### src/sv/sri_pkg.sv
`timescale 1ns / 1ps
// ----------------------------------------------------------------------------
// sri_pkg
// Types and constants shared by the instruction execute block.
// ----------------------------------------------------------------------------
package sri_pkg;

  localparam int unsigned PC_W = 21;
  localparam int unsigned DW   = 16;
  localparam int unsigned RW   = 5;

  typedef enum logic [4:0] {
    OP_STOP  = 5'd0,
    OP_ADD   = 5'd1,
    OP_SUB   = 5'd2,
    OP_MUL   = 5'd3,
    OP_DIV   = 5'd4,
    OP_AND   = 5'd5,
    OP_OR    = 5'd6,
    OP_XOR   = 5'd7,
    OP_SHL   = 5'd8,
    OP_SHR   = 5'd9,
    OP_SLT   = 5'd10,
    OP_SLE   = 5'd11,
    OP_SEQ   = 5'd12,
    OP_LOAD  = 5'd13,
    OP_STORE = 5'd14,
    OP_JMP   = 5'd15,
    OP_BRAZ  = 5'd16,
    OP_BRANZ = 5'd17
  } opcode_t;

  localparam logic CFG_ALU_COST  = 1'b0;
  localparam logic CFG_SLOW_COST = 1'b1;

  typedef enum logic [2:0] {
    ST_IDLE,
    ST_EXEC,
    ST_DIV,
    ST_MEM,
    ST_OUT
  } state_t;

  // divider interface
  typedef struct packed {
    logic          start;
    logic [DW-1:0] num;
    logic [DW-1:0] den;
  } div_req_t;

  typedef struct packed {
    logic          done;
    logic [DW-1:0] quot;
  } div_rsp_t;

endpackage

### src/sv/sri_div.sv
`timescale 1ns / 1ps
// ----------------------------------------------------------------------------
// sri_div
// Signed 16-bit restoring divider, one quotient bit per cycle, truncating.
// ----------------------------------------------------------------------------
module sri_div (
  input  logic              clk,
  input  logic              rst,
  input  sri_pkg::div_req_t req,
  output sri_pkg::div_rsp_t rsp
);
  import sri_pkg::*;

  logic [DW-1:0] rem;
  logic [DW-1:0] quo;
  logic [DW-1:0] dmag;
  logic          neg;
  logic [4:0]    cnt;
  logic          busy;
  logic          done;
  logic [DW:0]   trial;
  logic [DW-1:0] rem_sh;

  assign rem_sh = {rem[DW-2:0], quo[DW-1]};
  assign trial  = {1'b0, rem_sh} - {1'b0, dmag};

  always_ff @(posedge clk) begin
    if (rst) begin
      busy <= 1'b0;
      cnt  <= '0;
      done <= 1'b0;
    end else begin
      done <= 1'b0;
      if (req.start) begin
        busy <= 1'b1;
        cnt  <= 5'd0;
        rem  <= '0;
        quo  <= req.num[DW-1] ? (~req.num + 1'b1) : req.num;
        dmag <= req.den[DW-1] ? (~req.den + 1'b1) : req.den;
        neg  <= req.num[DW-1] ^ req.den[DW-1];
      end else if (busy) begin
        if (trial[DW]) begin
          rem <= rem_sh;
          quo <= {quo[DW-2:0], 1'b0};
        end else begin
          rem <= trial[DW-1:0];
          quo <= {quo[DW-2:0], 1'b1};
        end
        cnt <= cnt + 5'd1;
        if (cnt == 5'(DW - 1)) begin
          busy <= 1'b0;
          done <= 1'b1;
        end
      end
    end
  end

  assign rsp = {done, (neg ? (~quo + 1'b1) : quo)};

endmodule
### config.mk
export PLATFORM = sky130hd
export DESIGN_NAME = sri_div
export DESIGN_NICKNAME = d
export VERILOG_FILES = /design/src/sv/sri_pkg.sv /design/src/sv/sri_div.sv
export SDC_FILE = /design/constraint.sdc
export NUM_CORES = 1
export LEC_CHECK = 0
export ABC_AREA = 0
export ABC_CLOCK_PERIOD_IN_PS = 2900
export BUFFER_PORTS_ARGS = -buffer_cell sky130_fd_sc_hd__clkbuf_2
export CORE_MARGIN = 3
export CORE_UTILIZATION = 58
export DETAILED_ROUTE_END_ITERATION = 8
export GPL_ROUTABILITY_DRIVEN = 0
export GPL_TIMING_DRIVEN = 0
export HOLD_SLACK_MARGIN = 0.06
export PLACE_DENSITY = 0.81
export SKIP_LAST_GASP = 1
export SYNTH_ARGS = -nofsm -noshare
export SYNTH_HDL_FRONTEND = slang
export SYNTH_SLANG_ARGS = --single-unit
### constraint.sdc
create_clock -name clk -period 2.9 [get_ports clk]
set_input_delay 0 -clock clk [delete_from_list [all_inputs] [get_ports clk]]
set_output_delay 0 -clock clk [all_outputs]
set_load 0.005 [all_outputs]
# Yosys cells after proc, flatten, opt, wreduce, memory -nomap -nowiden

Cells that the tools add are included.

Add/subtract/negate cells: 5
Multipliers: 0
Divide/modulo/power cells: 0
Order comparisons: 0
Eq/ne operators: 1
Shift-type cells: 0
Mux-type cells: 12
Bitwise operators: 6
Reductions and logical operators: 5

Operators by type and width:

| cell                  | count |
|---|---|
| $mux 16               | 4 |
| $add 16x1->16 const B | 3 |
| $not 16->16           | 3 |
| $mux 15               | 3 |
| $sub 16x16->17        | 1 |
| $add 5x1->5 const B   | 1 |
| $eq 5x4->1 const B    | 1 |
| $mux 1                | 5 |
| $reduce_and 2->1      | 2 |
| $reduce_or 3->1       | 1 |
| $not 1->1             | 2 |
| $reduce_bool 2->1     | 1 |
| $reduce_or 2->1       | 1 |
| $xor 1x1->1           | 1 |

Register bits: 55
Latch bits: 0
Bits in writable memories: 0
ROM bits: 0
Input port bits: 35
Output and inout port bits: 17
Logic and storage cells: 37
Memories kept: 0

# Logic depth before layout (Yosys ltp)

Gate-level depths: netlist of the first run.

Depth in word-level cells: 4
Depth in mapped cells: 10
Mapped depth without buffers: 9

# Least setup slack after synthesis of the first run

No wires, ideal clock.

Kind: flip-flop to flip-flop
Start point: register quo[15]
End point: register rem[5] (data pin)
Setup time: 0.147 ns
Arrival: 2.304 ns
Required time: 2.753 ns
Path slack: 0.449 ns
Stages on the path, launching flop included: 10
Path buffers: 0
Period minus slack after synthesis: 2.451 ns
Cells stage by stage: edfxtp_1 > inv_1 > ha_1 > fa_1 > nand2b_1 > a21oi_1 > o211a_4 > a211oi_4 > or4_1 > a21oi_1

Longest elaborated chain between the ends: 3

RTL lines:

| what                   | line          | source |
|---|---|---|
| start, declared        | sri_div.sv:15 | `logic [DW-1:0] quo;` |
| start signal, assigned | sri_div.sv:38 | `quo <= req.num[DW-1] ? (~req.num + 1'b1) : req.num;` |
| start signal, assigned | sri_div.sv:44 | `quo <= {quo[DW-2:0], 1'b0};` |
| start signal, assigned | sri_div.sv:47 | `quo <= {quo[DW-2:0], 1'b1};` |
| $sub 16x16->17         | sri_div.sv:25 | `assign trial = {1'b0, rem_sh} - {1'b0, dmag};` |
| $mux 15                | sri_div.sv:42 | `if (trial[DW]) begin` |
| $mux 15                | sri_div.sv:41 | `end else if (busy) begin` |
| end signal, assigned   | sri_div.sv:43 | `rem <= rem_sh;` |
| end signal, assigned   | sri_div.sv:46 | `rem <= trial[DW-1:0];` |
| end, declared          | sri_div.sv:14 | `logic [DW-1:0] rem;` |

Every way passes these cells. The select of a mux whose other input is x is not followed.
A chain may end at the register's enable or synchronous reset.

# Final worst setup path of the first run

Ends and elaborated chain as after synthesis.

==> results of run 1 <==
[final cells by class]
cell class,count,area [µm²]
inverters,27,101.3
plain buffers,15,72.57
clock buffers,5,68.82
clock inverters,3,26.28
flip-flops and latches,55,1582
multi-input cells,309,2126
fillers,502,1908
repair buffers,66,405.4
well taps,77,96.34
[state kept, by name (all words and copies together), names as in the netlist]
signal	cells
dmag	16
neg	1
rem	15
done	1
cnt	5
busy	1
quo	16
[worst register-to-register path, delay by kind of cell (launching register included)]
| family | cells | cell delay [ps] |
|---|---|---|
| fa+ha+maj | 2 | 610 |
| flops | 1 | 420 |
| buf+inv | 1 | 60 |
| simple gates | 2 | 740 |
| compound gates | 4 | 740 |
[stage by stage]
stage          area, µm²  hold slack [ps]  std cells
6_report            4478            87.69        557
5_1_grt             4478            118.0        557
4_1_cts             4462            83.38        557
3_5_place_dp        4217            210.1        534
3_3_place_gp        4209            206.1        534
2_1_floorplan       3857            72.76        406
[how the worst max path moves through the flow]
stage,startpoint,endpoint,slack (ps)
2_1_floorplan,quo[15],rem[5],450
3_3_place_gp,busy,rem[4],-170
3_5_place_dp,quo[15],rem[10],120
4_1_cts,quo[15],rem[10],90
5_1_grt,quo[15],rem[5],40
6_report,quo[15],rem[5],180
[what timing repair did]
action / CTS / global route
resized for setup: 0 / 3
hold buffers: 15 / 0
endpoints found under the hold margin: 16 / 0
endpoints found under the setup margin: 0 / 5
[power by group through the flow]
stage / clock [mW] / combinational (mW) / sequential, mW
after floorplan: 0 / 0.436 / 0.983
after global placement: 0 / 0.583 / 0.996
after detailed placement: 0 / 0.601 / 0.997
after CTS: 0.469 / 0.621 / 0.979
after global routing: 0.496 / 0.704 / 0.988
final: 0.460 / 0.630 / 0.979
[cells by family after synthesis]
logic type / count (synthesis)
buf+inv: 42
compound gates: 110
fa+ha+maj: 22
mux: 2
simple gates: 126
flops: 55
xor+xnor: 49
[synthesized netlist by cell type, types with 2 or more instances]
cell type / instances / area [µm²]
a211oi_1: 3 / 22.52
a21o_1: 2 / 15.01
a21oi_1: 33 / 165.2
a31oi_1: 2 / 12.51
and3_1: 6 / 37.54
buf_1: 2 / 7.510
buf_4: 2 / 15.01
clkbuf_1: 9 / 33.78
dfxtp_1: 7 / 140.1
edfxtp_1: 48 / 1441
ha_1: 21 / 262.8
inv_1: 27 / 101.4
mux2i_1: 2 / 20.02
nand2_1: 29 / 108.9
nand2b_1: 9 / 56.30
nand3_1: 14 / 70.07
nand4_1: 2 / 12.51
nor2_1: 35 / 131.4
nor3_1: 7 / 35.03
nor4_1: 4 / 25.02
o211ai_1: 5 / 37.54
o21a_1: 8 / 60.06
o21ai_0: 23 / 115.1
o22ai_1: 2 / 12.51
o31ai_1: 11 / 82.58
o32ai_1: 2 / 17.52
o41ai_1: 8 / 70.07
or3_1: 3 / 18.77
or3_2: 2 / 15.01
or4_1: 7 / 52.55
xnor2_1: 33 / 289.0
xor2_1: 16 / 140.1
[per-layer routing]
metal	global-route usage, %	wire length (µm)	up-vias
met5	0	0	-
met4	8.089	201	0
met3	3.857	581	22
met2	40.48	4045	114
met1	29.83	3660	1489
li1	-	-	1637
==> results.json, run 1 <==
{
  "min_period_over_period_pct": 93.78,
  "post_cts.repair.setup_buffers": 0,
  "p_seq_share_pct": 47.3,
  "vias": 3262,
  "clock_power_share_pct": 22.2,
  "antenna_cells": 0,
  "finalWorstSetupSlack_ps": 180.4,
  "wl_per_cell_um": 15.24,
  "area_growth_pct": 16.09,
  "detailedPlace.worstSlack_ps": 118.4,
  "r2r_cells": 9,
  "dieHeight_um": 87.55,
  "cp_max_fo": 6,
  "synthCells": 406,
  "switching_share_pct": 32.84,
  "setup_viol": 0,
  "layout_common_cells": "clkbuf_2, edfxtp_1, nor2_1, xnor2_1, a21oi_1",
  "min_period_ps": 2720,
  "grt_first_pass_wirelength_mm": 14.38,
  "switchingPower_uw": 679.6,
  "ios": 52,
  "finalHoldViolCount": 0,
  "p_comb_share_pct": 30.4,
  "ys_ff_latch": 55,
  "skew_ps": 12.78,
  "syn_area_um2": 3857,
  "yosys-mux-area-fraction_pct": 0.5190,
  "rows": 29,
  "critPathMaxStageDelay_ps": 540,
  "r2r_start": "quo[15]",
  "power_mw": 2.069,
  "yosysUniqueCellTypes": 54,
  "rsz0062_at_grt": "no",
  "start_util_pct": 60.40,
  "worst_slew_pin_slew_ps": 1260,
  "ant_nets": 0,
  "fin_tns_setup_ps": 0,
  "fmax_mhz": 367.7,
  "arrival_ps": 2880,
  "r2r-end": "rem[5]",
  "crit_chain": "inv_1 > ha_1 > fa_1 > nand2b_1 > a21oi_2 > o211a_4 > a211oi_4 > or4_1 > a21oi_1",
  "outcome": "completed",
  "syn_area_per_cell_um2": 9.501,
  "yosys.area_share.adder_pct": 7.331,
  "clk_path_buf_depth": 2,
  "cts_inserted_buffers": 5,
  "async_reset_ff_share_pct": 0,
  "synth_warnings": 0,
  "synth_top_family_by_area": "compound AO/OA/AOI/OAI gates",
  "power-per-cell-area_nw_per_um2": 462.0,
  "first_pass_iters": 5,
  "route.detailed.drc": 0,
  "ys_seq_area_share_pct": 41.00,
  "insertion_delay_ps": 320,
  "cp_top_family": "simple AND/OR/NAND/NOR gates",
  "max_cap_violations": 0,
  "rrSetupSlack_ps": 180,
  "cp-start-kind": "register",
  "min_path_cells": 3,
  "drive_gt1_share_pct": 16.46,
  "critPathKind": "reg -> reg",
  "crit_buf_inv": 1,
  "via_per_inst": 5.856,
  "hp-class": "in -> reg",
  "die-area_um2": 7665,
  "htree_num_levels": 2,
  "cp_data_required_time_ps": 3060,
  "io_buffers": 51,
  "grt_pass1_vias": 3178,
  "numClockSinks": 55,
  "critPathSlowestCell": "or4_1",
  "cts-root-buf": "clkbuf_8",
  "relSlewSlack_pct": 15.71,
  "synth_edf_count": 48,
  "ir_worst_vdd_mv": 0.2986,
  "groute.usage.overall_pct": 23.45,
  "cts_tree": "yes",
  "endpoint_kind": "register",
  "gr-total-overflow": 0,
  "p_int_mw": 1.390,
  "syn_nets": 463,
  "routed_wl_mm": 8.489,
  "clkSlewWorstSetupHoldPaths_ps": 110,
  "synthFlopType": "edfxtp_1",
  "synth_xor_area_share_pct": 11.13,
  "antenna_found_initial": 0,
  "synthSimpleGateAreaFrac_pct": 16.51,
  "final_util_pct": 70.12,
  "grt_max_degree": 32,
  "synth_compound_area_share_pct": 19.01,
  "holdPathEnd": "quo[9]",
  "die_w_um": 87.55,
  "crit_cells": 9,
  "report.final.slew_viol_count": 0,
  "nets": 536,
  "dp_hpwl_mm": 6.339,
  "hp-start": "req[25]",
  "drt_iter0_drc": 201,
  "core_um2": 6386,
  "mostFrequentLayoutCell": "clkbuf_2",
  "power.leakage_nw": 1.769
}
Note: power is estimated with default switching activity, not from simulation.
==> run 2: changes to the inputs <==
--- a/config.mk
+++ b/config.mk
@@ -8,6 +8,7 @@
 export ABC_AREA = 0
 export ABC_CLOCK_PERIOD_IN_PS = 2900
 export BUFFER_PORTS_ARGS = -buffer_cell sky130_fd_sc_hd__clkbuf_2
+export CORE_ASPECT_RATIO = 1.5
 export CORE_MARGIN = 3
 export CORE_UTILIZATION = 58
 export DETAILED_ROUTE_END_ITERATION = 8
==> run 2 against run 1 <==
  * Count of clock-buffer cells in the layout did not move
  * Worst setup slack got worse by 32 ps
  * Die area rose by 0.26%
  * Clock skew barely moved
  * Sequential power barely moved
  * Sequential share of layout area fell by 0.069 points
  * Critical path depth did not move
==> results.json, run 2 (synthesized netlist as in run 1, its figures left out) <==
{
  "crit_cells": 9,
  "hold_slack_ps": 66.15,
  "r2r_start": "quo[15]",
  "clk_path_buf_depth": 2,
  "ios": 52,
  "relSlewSlack_pct": 35.69,
  "ant_nets": 0,
  "worst_slew_pin_slew_ps": 962.4,
  "numClockSinks": 55,
  "power-per-cell-area_nw_per_um2": 478.2,
  "via_per_inst": 6.159,
  "critPathKind": "reg -> reg",
  "cp-start-kind": "register",
  "finalWorstSetupSlack_ps": 148.4,
  "detailedPlace.worstSlack_ps": 19.22,
  "die_w_um": 72.59,
  "dieHeight_um": 105.9,
  "fmax_mhz": 363.4,
  "critical_path.startpoint": "quo[15]",
  "skew_ps": 12.33,
  "nets": 536,
  "max_cap_violations": 0,
  "crit_buf_inv": 1,
  "report.final.slew_viol_count": 0,
  "ir_worst_vdd_mv": 0.3586,
  "grt_pass1_vias": 3507,
  "outcome": "completed",
  "arrival_ps": 2880,
  "first_pass_iters": 7,
  "core_um2": 6306,
  "rrSetupSlack_ps": 150,
  "critPathSlowestCell": "edfxtp_1",
  "cp_top_family": "compound AO/OA/AOI/OAI gates",
  "drive_gt1_share_pct": 16.67,
  "routed_wl_mm": 9.797,
  "hp-class": "in -> reg",
  "htree_num_levels": 2,
  "crit_chain": "inv_1 > ha_1 > fa_1 > nand2b_1 > a21oi_2 > o211a_4 > a211o_2 > nand3_2 > o32ai_2",
  "grt_first_pass_wirelength_mm": 15.86,
  "groute.usage.overall_pct": 26.14,
  "cp_max_fo": 8,
  "multiInputGateArea_um2": 2128,
  "power.leakage_nw": 1.774,
  "instances_no_fill": 554,
  "fin_tns_setup_ps": 0,
  "r2r-end": "rem[7]",
  "endpoint_kind": "register",
  "finalHoldViolCount": 0,
  "seq_area_um2": 1582,
  "drt_iter0_drc": 281,
  "vias": 3412,
  "nFillCells": 493,
  "cts-root-buf": "clkbuf_8",
  "setup.worst_path.end": "rem[7]",
  "rows": 35,
  "power_mw": 2.146,
  "gr-total-overflow": 0,
  "critPathMaxStageDelay_ps": 400,
  "insertion_delay_ps": 300,
  "rsz0062_at_grt": "no",
  "mostFrequentLayoutCell": "clkbuf_2",
  "dp_hpwl_mm": 6.912,
  "r2r_cells": 9,
  "area_growth_pct": 16.32,
  "die-area_um2": 7685,
  "io_buffers": 51,
  "grt_max_degree": 32,
  "route.detailed.drc": 0,
  "cts_inserted_buffers": 5,
  "cp_data_required_time_ps": 3030,
  "setup_viol": 0,
  "antenna_found_initial": 0,
  "reg_top3": "dmag x16, quo x16, rem x15",
  "layout_common_cells": "clkbuf_2, edfxtp_1, nor2_1, xnor2_1, a21oi_1",
  "dp_cells": 531,
  "cts_tree": "yes",
  "min_period_over_period_pct": 94.88,
  "wl_per_cell_um": 17.68,
  "antenna_cells": 0,
  "start_util_pct": 61.17,
  "min_period_ps": 2752,
  "clkSlewWorstSetupHoldPaths_ps": 110
}
## run 2: timing repair
item | in CTS | in global routing
hold buffers | 14 | 0
setup buffers | 0 | 1
hold endpoints to repair | 14 | 0
gates cloned | 0 | 0
endpoints found under the setup margin | 1 | 5
gates resized for setup | 1 | 2
## run 2: area by class of cell
type | count | area share (%)
sequential | 55 | 35.25
tap | 74 | 2.064
buffer | 15 | 1.617
timing repair buffer | 66 | 8.979
clock inverter | 3 | 0.8645
multi-input combinational | 309 | 47.43
inverter | 27 | 2.259
clock buffer | 5 | 1.534
## run 2: power breakdown
group / internal, mW / total (mW) / switching [mW]
Sequential: 0.938 / 0.980 / 0.0421
Clock: 0.254 / 0.509 / 0.256
Combinational: 0.273 / 0.656 / 0.383
Total: 1.46 / 2.15 / 0.681
## run 2: worst min path at each step
stage | from | to | slack [ps] | cells past startpoint
after floorplan | rst | busy | 70 | 1
after global placement | rst | busy | 210 | 2
after detailed placement | req[0] | dmag[0] | 230 | 1
after CTS | req[14] | dmag[15] | 60 | 2
after global routing | req[14] | dmag[14] | 60 | 2
final | req[14] | dmag[15] | 70 | 2
## run 2: stage by stage
step                      cell area (µm²)  utilization [%]
after floorplan                      3857                -
after global placement               4205            66.69
after detailed placement             4213            66.81
after CTS                            4468            70.85
after global routing                 4487            71.15
final                                4487            71.15
## run 2: worst reg2reg max path, delay by kind of cell (launching register included)
| family | cells | cell delay [ps] |
|---|---|---|
| AOI/OAI and AO/OA | 4 | 1100 |
| adders and majority gates | 2 | 610 |
| and+or+nand+nor | 2 | 410 |
| DFF | 1 | 400 |
| buffers and inverters | 1 | 60 |
## run 2: per-layer routing
layer | vias up | global-route usage (%) | routed length, µm
met5 | - | 0 | 0
met4 | 0 | 13.98 | 367
met3 | 36 | 3.340 | 534
met2 | 144 | 46.45 | 5265
met1 | 1596 | 29.35 | 3630
li1 | 1636 | - | -
==> run 3: changes to the inputs <==
--- a/config.mk
+++ b/config.mk
@@ -10,12 +10,12 @@
 export BUFFER_PORTS_ARGS = -buffer_cell sky130_fd_sc_hd__clkbuf_2
 export CORE_ASPECT_RATIO = 1.5
 export CORE_MARGIN = 3
-export CORE_UTILIZATION = 58
+export CORE_UTILIZATION = 51
 export DETAILED_ROUTE_END_ITERATION = 8
 export GPL_ROUTABILITY_DRIVEN = 0
 export GPL_TIMING_DRIVEN = 0
 export HOLD_SLACK_MARGIN = 0.06
-export PLACE_DENSITY = 0.81
+export PLACE_DENSITY = 0.73
 export SKIP_LAST_GASP = 1
 export SYNTH_ARGS = -nofsm -noshare
 export SYNTH_HDL_FRONTEND = slang
==> run 3 against run 2 <==
  * Maximum frequency grew 1.3%
  * Hold slack lost 7.1 ps
  * Critical path depth is the same
  * Final cell count grew 4.5%
  * Critical path type unchanged
  * Critical endpoint is now rem[5]
==> results.json, run 3 (synthesized netlist as in run 1, its figures left out) <==
{
  "outcome": "completed",
  "p_seq_share_pct": 46.3,
  "rsz0062_at_grt": "no",
  "use_met1_pct": 23.88,
  "setup_viol": 0,
  "grt_first_pass_wirelength_mm": 15.79,
  "min_period_over_period_pct": 93.67,
  "grt_pass1_vias": 3530,
  "grt_max_degree": 32,
  "nets": 535,
  "wl_per_cell_um": 16.42,
  "die-area_um2": 8665,
  "core_um2": 7274,
  "grt_use_met3_pct": 2.488,
  "power-per-cell-area_nw_per_um2": 467.4,
  "start_util_pct": 53.03,
  "power_mw": 2.110,
  "cp_max_fo": 6,
  "cp_data_required_time_ps": 3080,
  "rows": 38,
  "relSlewSlack_pct": 35.83,
  "gr-max-usage-layer": "met2",
  "area_growth_pct": 17.03,
  "critPathSlowestCell": "or4_1",
  "min_period_ps": 2716,
  "vias": 3379,
  "ir_worst_vdd_mv": 0.3796,
  "die_w_um": 77.01,
  "antenna_found_initial": 0,
  "fmax_mhz": 368.1,
  "final_util_pct": 62.06,
  "drive_gt1_share_pct": 16.70,
  "htree_num_levels": 2,
  "post_cts.repair.setup_buffers": 0,
  "numClockSinks": 55,
  "clock_power_share_pct": 22.7,
  "clk_path_buf_depth": 2,
  "gr-total-overflow": 0,
  "critPathMaxStageDelay_ps": 530,
  "max_cap_violations": 0,
  "first_pass_iters": 4,
  "finalHoldViolCount": 0,
  "ant_nets": 0,
  "fin_tns_setup_ps": 0,
  "cp-start-kind": "register",
  "cts_tree": "yes",
  "cts_inserted_buffers": 5,
  "cts-root-buf": "clkbuf_8",
  "drt_iter0_drc": 171,
  "worst_slew_pin_slew_ps": 960.3,
  "met2_usage_pct": 43.54,
  "p_int_mw": 1.428,
  "critPathKind": "reg -> reg",
  "layout_common_cells": "clkbuf_2, edfxtp_1, nor2_1, xnor2_1, a21oi_1",
  "insertion_delay_ps": 320,
  "arrival_ps": 2890,
  "io_buffers": 51,
  "via_per_inst": 5.836,
  "dp_cells": 557,
  "groute.usage.overall_pct": 22.67,
  "dieHeight_um": 112.5,
  "ios": 52,
  "dp_hpwl_mm": 7.249,
  "switching_share_pct": 32.30,
  "p_comb_share_pct": 31.0,
  "switchingPower_uw": 681.5,
  "report.final.slew_viol_count": 0,
  "antenna_cells": 0,
  "instances_no_fill": 579,
  "crit_chain": "inv_1 > ha_1 > fa_1 > nand2b_1 > a21oi_2 > o211a_4 > a211oi_4 > or4_1 > a21oi_1",
  "mostFrequentLayoutCell": "clkbuf_2",
  "hp-class": "in -> reg",
  "routed_wl_mm": 9.505,
  "skew_ps": 3.086,
  "nFillCells": 637,
  "power.leakage_nw": 1.769,
  "route.detailed.drc": 0,
  "clkSlewWorstSetupHoldPaths_ps": 100,
  "endpoint_kind": "register",
  "reg_top3": "dmag x16, quo x16, rem x15"
}
==> run 3: critical path, delay by kind of cell, from the launching register on <==
| kind | cells | cell delay (ps) |
|---|---|---|
| AO/OA/AOI/OAI | 4 | 730 |
| adder cells (fa/ha/maj) | 2 | 610 |
| buffers and inverters | 1 | 70 |
| flip-flops | 1 | 420 |
| AND/OR/NAND/NOR | 2 | 730 |
==> run 3: final cells by class <==
class | count | area (µm²) | area share (%)
flip-flops and latches | 55 | 1582 | 35.03
well taps | 100 | 125.1 | 2.772
clock inverters | 1 | 6.256 | 0.1386
plain buffers | 15 | 72.57 | 1.608
repair buffers | 65 | 395.4 | 8.758
inverters | 27 | 101.3 | 2.245
multi-input cells | 309 | 2136 | 47.31
clock buffers | 7 | 96.34 | 2.134
==> run 3: path summary, 6_finish.rpt <==
path	from	endpoint	slack, ps	cells after the start
max reg2reg	quo[15]	rem[5]	180	9
max	quo[15]	rem[5]	180	9
min	req[9]	dmag[9]	60	2
min reg2reg	cnt[4]	cnt[4]	510	2
==> run 3: what timing repair did <==
item,CTS,global route
endpoints found under the hold margin,15,0
gates resized for setup,2,2
hold buffers,14,0
setup endpoints to repair,2,2
==> run 3: routing by layer <==
| metal | routed length [µm] | vias to the layer above | part of all wire [%] |
|---|---|---|---|
| li1 | - | 1635 | - |
| met1 | 3581 | 1615 | 38 |
| met2 | 5133 | 106 | 54 |
| met3 | 439 | 23 | 4.6 |
| met4 | 351 | 0 | 3.7 |
| met5 | 0 | - | 0 |
==> run 3: through the flow <==
stage          setup slack (ps)  hold slack [ps]  area, µm²
3_3_place_gp             -297.1            215.7       4238
6_report                  183.6            59.03       4514
4_1_cts                   73.24            65.37       4497
3_5_place_dp             -64.85            233.9       4245
5_1_grt                   31.20            71.67       4514
2_1_floorplan             449.4            72.76       3857
==> run 3: power groups by stage <==
stage	clock network, mW	logic, mW	registers, mW
floorplan	0	0.436	0.983
global placement	0	0.603	0.994
detailed placement	0	0.621	0.995
CTS	0.488	0.644	0.977
global route	0.512	0.723	0.986
finish	0.479	0.654	0.978
